**src/design/lpec_pkg.sv**
```systemverilog
// Shared types, codes and constants for the light panel event controller.
// Used by lpec_update and light_panel_event_controller; depends on nothing.
package lpec_pkg;

    // Switch count and mask
    localparam int SWITCH_COUNT = 6;
    localparam int SWITCH_W     = 6;
    localparam logic [SWITCH_W-1:0] ALL_SWITCHES = SWITCH_W'((1 << SWITCH_COUNT) - 1);

    // Action codes
    localparam logic [3:0] ACT_BUTTON  = 4'd0;
    localparam logic [3:0] ACT_CW      = 4'd1;
    localparam logic [3:0] ACT_CCW     = 4'd2;
    localparam logic [3:0] ACT_SWITCH  = 4'd3;
    localparam logic [3:0] ACT_ONOFF   = 4'd4;
    localparam logic [3:0] ACT_BRIGHT  = 4'd5;
    localparam logic [3:0] ACT_TEMP    = 4'd6;
    localparam logic [3:0] ACT_RS232   = 4'd7;
    localparam logic [3:0] ACT_OTA     = 4'd8;

    // Special buttons
    localparam logic [7:0] BUTTON_ALL  = 8'd7;
    localparam logic [7:0] BUTTON_MODE = 8'd8;

    // Configuration register indexes
    localparam int CFG_IDX_W = 3;
    localparam logic [CFG_IDX_W-1:0] CFG_BLOW   = 3'd0;
    localparam logic [CFG_IDX_W-1:0] CFG_BHIGH  = 3'd1;
    localparam logic [CFG_IDX_W-1:0] CFG_TLOW   = 3'd2;
    localparam logic [CFG_IDX_W-1:0] CFG_THIGH  = 3'd3;
    localparam logic [CFG_IDX_W-1:0] CFG_VFAST  = 3'd4;
    localparam logic [CFG_IDX_W-1:0] CFG_FAST   = 3'd5;
    localparam logic [CFG_IDX_W-1:0] CFG_MEDIUM = 3'd6;
    localparam int CFG_DATA_W = 16;

    // Configuration reset values
    localparam logic [7:0]  RST_BLOW   = 8'd1;
    localparam logic [7:0]  RST_BHIGH  = 8'd100;
    localparam logic [15:0] RST_TLOW   = 16'd2700;
    localparam logic [15:0] RST_THIGH  = 16'd6500;
    localparam logic [15:0] RST_VFAST  = 16'd60;
    localparam logic [15:0] RST_FAST   = 16'd130;
    localparam logic [15:0] RST_MEDIUM = 16'd300;

    // Detent speed classes
    typedef enum logic [1:0] {
        SPD_SLOW  = 2'd0,
        SPD_MED   = 2'd1,
        SPD_FAST  = 2'd2,
        SPD_VFAST = 2'd3
    } t_speed;

    typedef struct packed {
        logic [3:0]  action;
        logic [7:0]  target;
        logic [15:0] value;
        logic [31:0] tick;
    } t_in_item;

    typedef struct packed {
        logic [5:0]  switch_mask;
        logic        light_on;
        logic [7:0]  brightness_now;
        logic [15:0] temp_now;
        logic        serial_enabled;
        logic        update_enabled;
        logic        temp_mode;
        logic        changed;
    } t_out_item;

    typedef struct packed {
        logic [7:0]  blow;
        logic [7:0]  bhigh;
        logic [15:0] tlow;
        logic [15:0] thigh;
        logic [15:0] vfast;
        logic [15:0] fast;
        logic [15:0] mid;
    } t_cfg;

    typedef struct packed {
        logic [SWITCH_W-1:0] switches_on;
        logic [SWITCH_W-1:0] last_active;
        logic [7:0]          brightness;
        logic [15:0]         temperature;
        logic                serial_flag;
        logic                update_flag;
        logic                mode_flag;
        logic [31:0]         last_tick;
    } t_state;

    // Brightness step per speed class
    function automatic logic [3:0] bright_step(t_speed spd);
        logic [3:0] s;
        unique case (spd)
            SPD_VFAST: s = 4'd10;
            SPD_FAST:  s = 4'd5;
            SPD_MED:   s = 4'd2;
            default:   s = 4'd1;
        endcase
        return s;
    endfunction

    // Temperature step per speed class
    function automatic logic [8:0] temp_step(t_speed spd);
        logic [8:0] s;
        unique case (spd)
            SPD_VFAST: s = 9'd500;
            SPD_FAST:  s = 9'd300;
            SPD_MED:   s = 9'd200;
            default:   s = 9'd100;
        endcase
        return s;
    endfunction

endpackage

```
**src/design/light_panel_event_controller.sv**
```systemverilog
// Top level of the light panel event controller: handshakes, configuration and state.
// Depends on lpec_pkg and lpec_update.

// One event enters per clock cycle while the event side is not stalled:
// the event is captured in an input register, applied to the panel state
// by a single stage of compare, add and clamp logic, and the full state
// with a changed flag is held in an output register until taken. The
// state feeds back within that stage, so back-to-back events see each
// other's effects. A stall on the result side holds both registers and,
// once the input register is also occupied, stalls the event side.
// Configuration writes take effect at once and do not move the stored
// brightness or temperature.
module light_panel_event_controller (
    input  logic                                i_clk,
    input  logic                                i_rst_n,
    input  logic                                i_in_valid,
    output logic                                o_in_stall,
    input  lpec_pkg::t_in_item                  i_in_data,
    output logic                                o_out_valid,
    input  logic                                i_out_stall,
    output lpec_pkg::t_out_item                 o_out_data,
    input  logic                                i_cfg_we,
    input  logic [lpec_pkg::CFG_IDX_W-1:0]      i_cfg_idx,
    input  logic [lpec_pkg::CFG_DATA_W-1:0]     i_cfg_data
);

    logic                r_in_vld;
    lpec_pkg::t_in_item  r_in;
    logic                r_out_vld;
    lpec_pkg::t_out_item r_out;
    lpec_pkg::t_cfg      r_cfg;
    lpec_pkg::t_state    r_state;
    lpec_pkg::t_state    n_state;
    logic                n_changed;
    logic                advance;
    logic                in_take;

    // Move the input register forward when the output register can take it
    assign advance    = r_in_vld && (!r_out_vld || !i_out_stall);
    assign o_in_stall = r_in_vld && !advance;
    assign in_take    = i_in_valid && !o_in_stall;

    // Hold the input transaction
    always_ff @(posedge i_clk) begin
        if (!i_rst_n) begin
            r_in_vld <= 1'b0;
        end else if (!r_in_vld || advance) begin
            r_in_vld <= i_in_valid;
        end
    end

    always_ff @(posedge i_clk) begin
        if (in_take) begin
            r_in <= i_in_data;
        end
    end

    // Configuration registers
    always_ff @(posedge i_clk) begin
        if (!i_rst_n) begin
            r_cfg.blow   <= lpec_pkg::RST_BLOW;
            r_cfg.bhigh  <= lpec_pkg::RST_BHIGH;
            r_cfg.tlow   <= lpec_pkg::RST_TLOW;
            r_cfg.thigh  <= lpec_pkg::RST_THIGH;
            r_cfg.vfast  <= lpec_pkg::RST_VFAST;
            r_cfg.fast   <= lpec_pkg::RST_FAST;
            r_cfg.mid    <= lpec_pkg::RST_MEDIUM;
        end else if (i_cfg_we) begin
            unique case (i_cfg_idx)
                lpec_pkg::CFG_BLOW:   r_cfg.blow   <= i_cfg_data[7:0];
                lpec_pkg::CFG_BHIGH:  r_cfg.bhigh  <= i_cfg_data[7:0];
                lpec_pkg::CFG_TLOW:   r_cfg.tlow   <= i_cfg_data;
                lpec_pkg::CFG_THIGH:  r_cfg.thigh  <= i_cfg_data;
                lpec_pkg::CFG_VFAST:  r_cfg.vfast  <= i_cfg_data;
                lpec_pkg::CFG_FAST:   r_cfg.fast   <= i_cfg_data;
                lpec_pkg::CFG_MEDIUM: r_cfg.mid    <= i_cfg_data;
                default:              r_cfg        <= r_cfg;
            endcase
        end
    end

    // Event logic
    lpec_update u_update (
        .i_state   (r_state),
        .i_evt     (r_in),
        .i_cfg     (r_cfg),
        .o_state   (n_state),
        .o_changed (n_changed)
    );

    // Commit panel state
    always_ff @(posedge i_clk) begin
        if (!i_rst_n) begin
            r_state.switches_on <= '0;
            r_state.last_active <= lpec_pkg::ALL_SWITCHES;
            r_state.brightness  <= lpec_pkg::RST_BHIGH;
            r_state.temperature <= lpec_pkg::RST_TLOW;
            r_state.serial_flag <= 1'b0;
            r_state.update_flag <= 1'b0;
            r_state.mode_flag   <= 1'b0;
            r_state.last_tick   <= 32'd0;
        end else if (advance) begin
            r_state <= n_state;
        end
    end

    // Result register
    always_ff @(posedge i_clk) begin
        if (!i_rst_n) begin
            r_out_vld <= 1'b0;
        end else if (advance) begin
            r_out_vld <= 1'b1;
        end else if (!i_out_stall) begin
            r_out_vld <= 1'b0;
        end
    end

    always_ff @(posedge i_clk) begin
        if (advance) begin
            r_out.switch_mask    <= n_state.switches_on;
            r_out.light_on       <= (n_state.switches_on != '0);
            r_out.brightness_now <= n_state.brightness;
            r_out.temp_now       <= n_state.temperature;
            r_out.serial_enabled <= n_state.serial_flag;
            r_out.update_enabled <= n_state.update_flag;
            r_out.temp_mode      <= n_state.mode_flag;
            r_out.changed        <= n_changed;
        end
    end

    assign o_out_valid = r_out_vld;
    assign o_out_data  = r_out;

    // State moves only when a transaction is applied
    a_state_hold: assert property (@(posedge i_clk) disable iff (!i_rst_n)
        !advance |=> $stable(r_state))
        else $error("panel state changed without a transaction");

    // Switches, levels and the serial and update flags stay put when the result says nothing changed
    a_quiet_event: assert property (@(posedge i_clk) disable iff (!i_rst_n)
        (advance && !n_changed) |=> ($stable(r_state.switches_on) &&
            $stable(r_state.brightness) && $stable(r_state.temperature) &&
            $stable(r_state.serial_flag) && $stable(r_state.update_flag)))
        else $error("state changed but changed flag is low");

    // Saved mask is never empty
    a_last_nonzero: assert property (@(posedge i_clk) disable iff (!i_rst_n)
        r_state.last_active != '0)
        else $error("saved switch mask is empty");

    // Result agrees with the state it reports
    a_out_matches: assert property (@(posedge i_clk) disable iff (!i_rst_n)
        $past(advance) |-> (r_out.switch_mask == r_state.switches_on &&
            r_out.light_on == (r_state.switches_on != '0)))
        else $error("result does not match committed state");

endmodule

```
**src/design/lpec_update.sv**
```systemverilog
// Next-state logic of the light panel event controller: one event against the state.
// Depends on lpec_pkg.
module lpec_update (
    input  lpec_pkg::t_state   i_state,
    input  lpec_pkg::t_in_item i_evt,
    input  lpec_pkg::t_cfg     i_cfg,
    output lpec_pkg::t_state   o_state,
    output logic               o_changed
);

    logic                          id_ok;
    logic [lpec_pkg::SWITCH_W-1:0] id_bit;
    logic [lpec_pkg::SWITCH_W-1:0] restore_mask;
    logic [31:0]                   elapsed;
    lpec_pkg::t_speed              speed;
    logic signed [9:0]             bri_cand;
    logic [7:0]                    bri_clamped;
    logic signed [17:0]            tmp_cand;
    logic [15:0]                   tmp_clamped;
    logic [lpec_pkg::SWITCH_W-1:0] mask_req;
    logic                          mask_do;
    logic                          is_detent;

    // Decode switch number
    assign id_ok  = (i_evt.target != 8'd0) &&
                    (i_evt.target <= 8'(lpec_pkg::SWITCH_COUNT));
    assign id_bit = lpec_pkg::SWITCH_W'(1) << (i_evt.target[2:0] - 3'd1);

    // Restore falls back to all switches when nothing was saved
    assign restore_mask = (i_state.last_active == '0) ? lpec_pkg::ALL_SWITCHES
                                                      : i_state.last_active;

    // Classify detent speed from modular elapsed ticks
    assign elapsed = i_evt.tick - i_state.last_tick;
    always_comb begin
        priority if (elapsed <= {16'd0, i_cfg.vfast}) begin
            speed = lpec_pkg::SPD_VFAST;
        end else if (elapsed <= {16'd0, i_cfg.fast}) begin
            speed = lpec_pkg::SPD_FAST;
        end else if (elapsed <= {16'd0, i_cfg.mid}) begin
            speed = lpec_pkg::SPD_MED;
        end else begin
            speed = lpec_pkg::SPD_SLOW;
        end
    end

    assign is_detent = (i_evt.action == lpec_pkg::ACT_CW) ||
                       (i_evt.action == lpec_pkg::ACT_CCW);

    // Candidate brightness: stepped level on a detent, else the set value
    always_comb begin
        if (!is_detent) begin
            bri_cand = $signed({2'b00, i_evt.value[7:0]});
        end else if (i_evt.action == lpec_pkg::ACT_CW) begin
            bri_cand = $signed({2'b00, i_state.brightness})
                     + $signed({6'd0, lpec_pkg::bright_step(speed)});
        end else begin
            bri_cand = $signed({2'b00, i_state.brightness})
                     - $signed({6'd0, lpec_pkg::bright_step(speed)});
        end
    end

    // Candidate temperature
    always_comb begin
        if (!is_detent) begin
            tmp_cand = $signed({2'b00, i_evt.value});
        end else if (i_evt.action == lpec_pkg::ACT_CW) begin
            tmp_cand = $signed({2'b00, i_state.temperature})
                     + $signed({9'd0, lpec_pkg::temp_step(speed)});
        end else begin
            tmp_cand = $signed({2'b00, i_state.temperature})
                     - $signed({9'd0, lpec_pkg::temp_step(speed)});
        end
    end

    // Clamp: the low bound is checked first; when the bounds cross, a value below it gets the low bound, else the high
    always_comb begin
        priority if (bri_cand < $signed({2'b00, i_cfg.blow})) begin
            bri_clamped = i_cfg.blow;
        end else if (bri_cand > $signed({2'b00, i_cfg.bhigh})) begin
            bri_clamped = i_cfg.bhigh;
        end else begin
            bri_clamped = bri_cand[7:0];
        end
    end

    always_comb begin
        priority if (tmp_cand < $signed({2'b00, i_cfg.tlow})) begin
            tmp_clamped = i_cfg.tlow;
        end else if (tmp_cand > $signed({2'b00, i_cfg.thigh})) begin
            tmp_clamped = i_cfg.thigh;
        end else begin
            tmp_clamped = tmp_cand[15:0];
        end
    end

    // Apply the event
    always_comb begin
        o_state   = i_state;
        o_changed = 1'b0;
        mask_req  = i_state.switches_on;
        mask_do   = 1'b0;

        unique case (i_evt.action)
            lpec_pkg::ACT_BUTTON: begin
                priority if (id_ok) begin
                    mask_req = i_state.switches_on ^ id_bit;
                    mask_do  = 1'b1;
                end else if (i_evt.target == lpec_pkg::BUTTON_ALL) begin
                    if (i_state.switches_on != '0) begin
                        o_state.last_active = i_state.switches_on;
                        mask_req            = '0;
                    end else begin
                        mask_req = restore_mask;
                    end
                    mask_do = 1'b1;
                end else if (i_evt.target == lpec_pkg::BUTTON_MODE) begin
                    o_state.mode_flag = ~i_state.mode_flag;
                end else begin
                    o_state.mode_flag = i_state.mode_flag;
                end
            end
            lpec_pkg::ACT_CW, lpec_pkg::ACT_CCW: begin
                o_state.last_tick = i_evt.tick;
                if (!i_state.mode_flag) begin
                    if (bri_clamped != i_state.brightness) begin
                        o_state.brightness = bri_clamped;
                        o_changed          = 1'b1;
                    end
                end else if (tmp_clamped != i_state.temperature) begin
                    o_state.temperature = tmp_clamped;
                    o_changed           = 1'b1;
                end
            end
            lpec_pkg::ACT_SWITCH: begin
                if (id_ok) begin
                    mask_req = (i_evt.value != 16'd0) ? (i_state.switches_on | id_bit)
                                                      : (i_state.switches_on & ~id_bit);
                    mask_do  = 1'b1;
                end
            end
            lpec_pkg::ACT_ONOFF: begin
                if (i_evt.value != 16'd0) begin
                    mask_req = restore_mask;
                end else begin
                    if (i_state.switches_on != '0) begin
                        o_state.last_active = i_state.switches_on;
                    end
                    mask_req = '0;
                end
                mask_do = 1'b1;
            end
            lpec_pkg::ACT_BRIGHT: begin
                if (bri_clamped != i_state.brightness) begin
                    o_state.brightness = bri_clamped;
                    o_changed          = 1'b1;
                end
            end
            lpec_pkg::ACT_TEMP: begin
                if (tmp_clamped != i_state.temperature) begin
                    o_state.temperature = tmp_clamped;
                    o_changed           = 1'b1;
                end
            end
            lpec_pkg::ACT_RS232: begin
                if ((i_evt.value != 16'd0) != i_state.serial_flag) begin
                    o_state.serial_flag = ~i_state.serial_flag;
                    o_changed           = 1'b1;
                end
            end
            lpec_pkg::ACT_OTA: begin
                if ((i_evt.value != 16'd0) != i_state.update_flag) begin
                    o_state.update_flag = ~i_state.update_flag;
                    o_changed           = 1'b1;
                end
            end
            default: begin
                o_changed = 1'b0;
            end
        endcase

        // Commit a new switch mask and remember it when non-empty
        if (mask_do && (mask_req != i_state.switches_on)) begin
            o_state.switches_on = mask_req;
            if (mask_req != '0) begin
                o_state.last_active = mask_req;
            end
            o_changed = 1'b1;
        end
    end

endmodule

```
**config.mk**
```make
export PLATFORM = sky130hd
export DESIGN_NAME = light_panel_event_controller
export DESIGN_NICKNAME = d
export VERILOG_FILES = /design/src/design/lpec_pkg.sv /design/src/design/light_panel_event_controller.sv /design/src/design/lpec_update.sv
export SDC_FILE = /design/constraint.sdc
export NUM_CORES = 1
export LEC_CHECK = 0
export ABC_AREA = 1
export ABC_CLOCK_PERIOD_IN_PS = 8700
export BUFFER_PORTS_ARGS = -buffer_cell sky130_fd_sc_hd__buf_2
export CORE_UTILIZATION = 60
export CTS_CLUSTER_SIZE = 30
export DETAILED_ROUTE_END_ITERATION = 16
export GPL_TIMING_DRIVEN = 0
export PLACE_DENSITY = 0.79
export SETUP_SLACK_MARGIN = 0.05
export SYNTH_ARGS = -nofsm -noshare
export SYNTH_HDL_FRONTEND = slang
export SYNTH_SLANG_ARGS = --single-unit
export TNS_END_PERCENT = 100
```
**constraint.sdc**
```tcl
create_clock -name i_clk -period 8.7 [get_ports i_clk]
set_clock_uncertainty 0.1 [all_clocks]
set_input_delay 1.74 -clock i_clk [delete_from_list [all_inputs] [get_ports i_clk]]
set_output_delay 1.74 -clock i_clk [all_outputs]
set_load 0.03 [all_outputs]
```
==> key figures <==
Logic synthesis
  • Post-synth EDFFs: 95
  • Netlist Area Pre-Place: 17840 sq um
  • Distinct cells, synth: 61
  • XOR/XNOR Fraction of Synth Area: 0.01522
  • Synth Area in Simple Gates: 0.2425
  • Largest family of logic cells by synthesized area: simple AND/OR/NAND/NOR gates
  • Synth Area in Compound Gates: 0.1801
  • Biggest area consumer among synthesized cells: dfxtp_1
  • Dominant synthesized flop cell: dfxtp_1
  • Synth top area cells: dfxtp_1, edfxtp_1, nand2_1
  • Synth top area share: 0.1897
  • Most common library cells after synthesis: nand2_1, inv_1, a21oi_1, o21ai_0, dfxtp_1
  • Warnings from Yosys: 0
  • Net count of the mapped netlist: 2722
  • #FFs+latches synth: between 200 and 300
  • Most frequent cell after synthesis: nand2_1
  • Adder-cell share of the synthesized area: 0.1136
  • Post-synthesis sequential area ratio: 0.3496
  • Mux cell area share after synthesis: 0
  • Ys async rst share: 0
  • Cells after Synth: 2479
  • Mean area per synthesized cell: 7.195 sq um

Job
  • MaxCap Viol Count: 0

STA
  • Rel. slew slack: 0.3217
  • Hold Vio Cnt, Final: 0
  • Period utilization: 0.9547
  • Final min period: 8306 ps
  • Final slew viol count: 0
  • Count of final setup violators: 0
  • Worst-margin pin slew: 1017 ps
  • Fmax: 0.1204 GHz
  • Final WS setup: 393.9 ps

Power
  • Leakage Power: 9.273 nW
  • Worst vdd ir: 0.1673 mV
  • PD cells: 175.9 nW/um^2

Die
  • Row count: 62
  • Die H: 174.4 um
  • I/O pins: 121
  • Initial Util: 0.6148
  • Die Area: 30420 sq um
  • Die width: 174.4 um
  • Core area: around 29000 sq um

Placement
  • Post-DP HPWL: 42360 um
  • Area post-placement: 18950 sq um
  • DP Worst Slack: -515.3 ps
  • Count of input and output buffers: 119
  • Routability cong.: 1.021

Detailed routing
  • WL met3: 3732 um
  • Vias per Instance: about 5.8
  • Met1 wire length: 23410 um
  • Met2 wire length: 25390 um
  • Max Used Layer: met4
  • Routed len/inst: roughly 18 um
  • DR vias: 17620
  • Initial DRC Count: 1669
  • # DRC: 0
  • Detail Route Antenna Nets: 0
  • DRT Pass-1 Iters: 6
  • Post-Route WL: 54340 um

Setup path
  • CP startpoint kind: flop
  • Cell mode on critical path: nand2_1
  • Setup CP Type: flop to flop
  • Crit path max fanout: 10
  • Max incr delay on CP: 420 ps
  • Critical path arrival: around 8500 ps
  • Worst Setup End Kind: flop
  • Critical-path top delay cell: a2111oi_4
  • WP data required: 8940 ps

Clock network
  • CTS clk-pin slew, worst paths: about 60 ps
  • Worst-case clock buffer depth: 3
  • Hold Buf Count CTS: 0
  • Root buffer cell: clkbuf_16
  • H-Tree Depth: 1
  • CTS Buf Count: 31
  • Clk Latency, worst-skew pair: 590 ps
  • Clock sink total: 264
  • CTS tree: done

Global route
  • Initial antenna violation count: 0
  • Total gr overflow: 0
  • Largest net degree at the start of global routing: 41
  • All-Layer GR Usage: 0.3494
  • Vias in the first global route: 16230
  • First-pass GRT wire length: 84490 um

Final layout
  • Final core occ: 0.6964
  • Final instance area: 20200 sq um
  • Final net count: approximately 2900
  • Area growth, synth to finish: 13.26%
  • Layout cells sized above 1: 0.1122
  • Number of inserted diodes: 0

Hold path
  • Worst Hold Class: flop to flop

Outcome
  • Status: finished, final reports clean
==> cell usage in the layout (no fill, tap or decap), types with 7 or more instances in the layout <==
master / synthesis / layout
buf_4: 5 / 12
o21ai_0: 199 / 196
edfxtp_1: 95 / 95
xnor2_1: 7 / 7
a21oi_1: 254 / 249
nor3_2: 3 / 9
clkbuf_16: 0 / 31
nand3_1: 159 / 159
o2111ai_1: 9 / 9
nand2_2: 9 / 10
o21ai_1: 20 / 22
nand2_1: 585 / 584
buf_2: 11 / 129
o221ai_1: 11 / 11
o211ai_1: 43 / 43
clkinv_2: 0 / 8
clkbuf_1: 54 / 59
dfxtp_1: 169 / 169
inv_2: 16 / 20
nor3_1: 26 / 20
xor2_1: 24 / 22
inv_1: 356 / 352
nor2_1: 135 / 131
nand3b_1: 7 / 7
ha_1: 154 / 148
nand4_1: 38 / 38
==> worst paths after layout <==
path | to | depth (start not counted) | slack (ps) | startpoint
worst max-delay path | o_out_data[0] | 49 | 390 | r_in[6]
worst min-delay path | r_state[7] | 2 | 360 | r_state[7]
worst max register to register | o_out_data[0] | 49 | 390 | r_in[6]
worst min register to register | r_state[7] | 2 | 360 | r_state[7]
==> layer usage <==
layer | vias up | global-route usage
li1 | 8614 | -
met1 | 8131 | 0.4600
met2 | 748 | 0.5915
met3 | 123 | 0.04068
met4 | 0 | 0.1210
met5 | - | 0
==> report_power, final <==
group / leakage, nW / internal [mW] / switching (mW)
clock: 0.480 / 0.720 / 0.561
combinational: 6.50 / 0.298 / 0.589
sequential: 2.29 / 1.35 / 0.0389
==> per-stage QoR <==
stage          instances  setup TNS [ps]  total power, mW  hold slack (ps)
6_report            3049               0            3.554            357.2
5_1_grt             3049          -8.167            3.712            377.1
4_1_cts             3044               0            3.518            360.9
3_5_place_dp        2984          -598.2            2.245            352.2
3_3_place_gp        2982          -787.9            2.221            342.5
2_1_floorplan       2479               0            2.008            333.1
==> area by class of cell <==
type	instances	area (sq um)
Sequential cell	264	6236
Clock inverter	21	188.9
Timing Repair Buffer	128	688.2
Multi-Input combinational cell	1762	10040
Buffer	77	355.3
Tap cell	384	480.5
Fill cell	2478	8810
Inverter	376	1414
Clock buffer	37	798.3
==> state kept, by name (all words and copies together), names as in the netlist <==
name / flops
o_out_data: 35
o_out_valid: 1
r_cfg: 96
r_in: 60
r_in_vld: 1
r_state: 71
==> cells by family (layout without fill, tap and decap cells) <==
| group | after synthesis | count (layout) |
|---|---|---|
| and+or+nand+nor | 995 | 995 |
| xor gates and xnor gates | 31 | 31 |
| AOI/OAI and AO/OA | 577 | 577 |
| DFF | 264 | 264 |
| adders and majority gates | 159 | 159 |
| buffers and inverters | 453 | 639 |
==> worst max-delay path, delay by kind of cell (launching register included) <==
family | cells | cell delay [ps]
AOI/OAI and AO/OA | 5 | 1060
DFF | 1 | 400
xor gates and xnor gates | 1 | 240
and+or+nand+nor | 32 | 3900
adders and majority gates | 6 | 1900
buffers and inverters | 5 | 460
==> what timing repair did <==
| action | in CTS | in global routing |
|---|---|---|
| pin swaps | 1 | 10 |
| setup buffers | 2 | 5 |
| gates cloned | 0 | 0 |
| setup endpoints to repair | 25 | 49 |
| resized for setup | 7 | 39 |
Power figures use the tool's default switching activity.
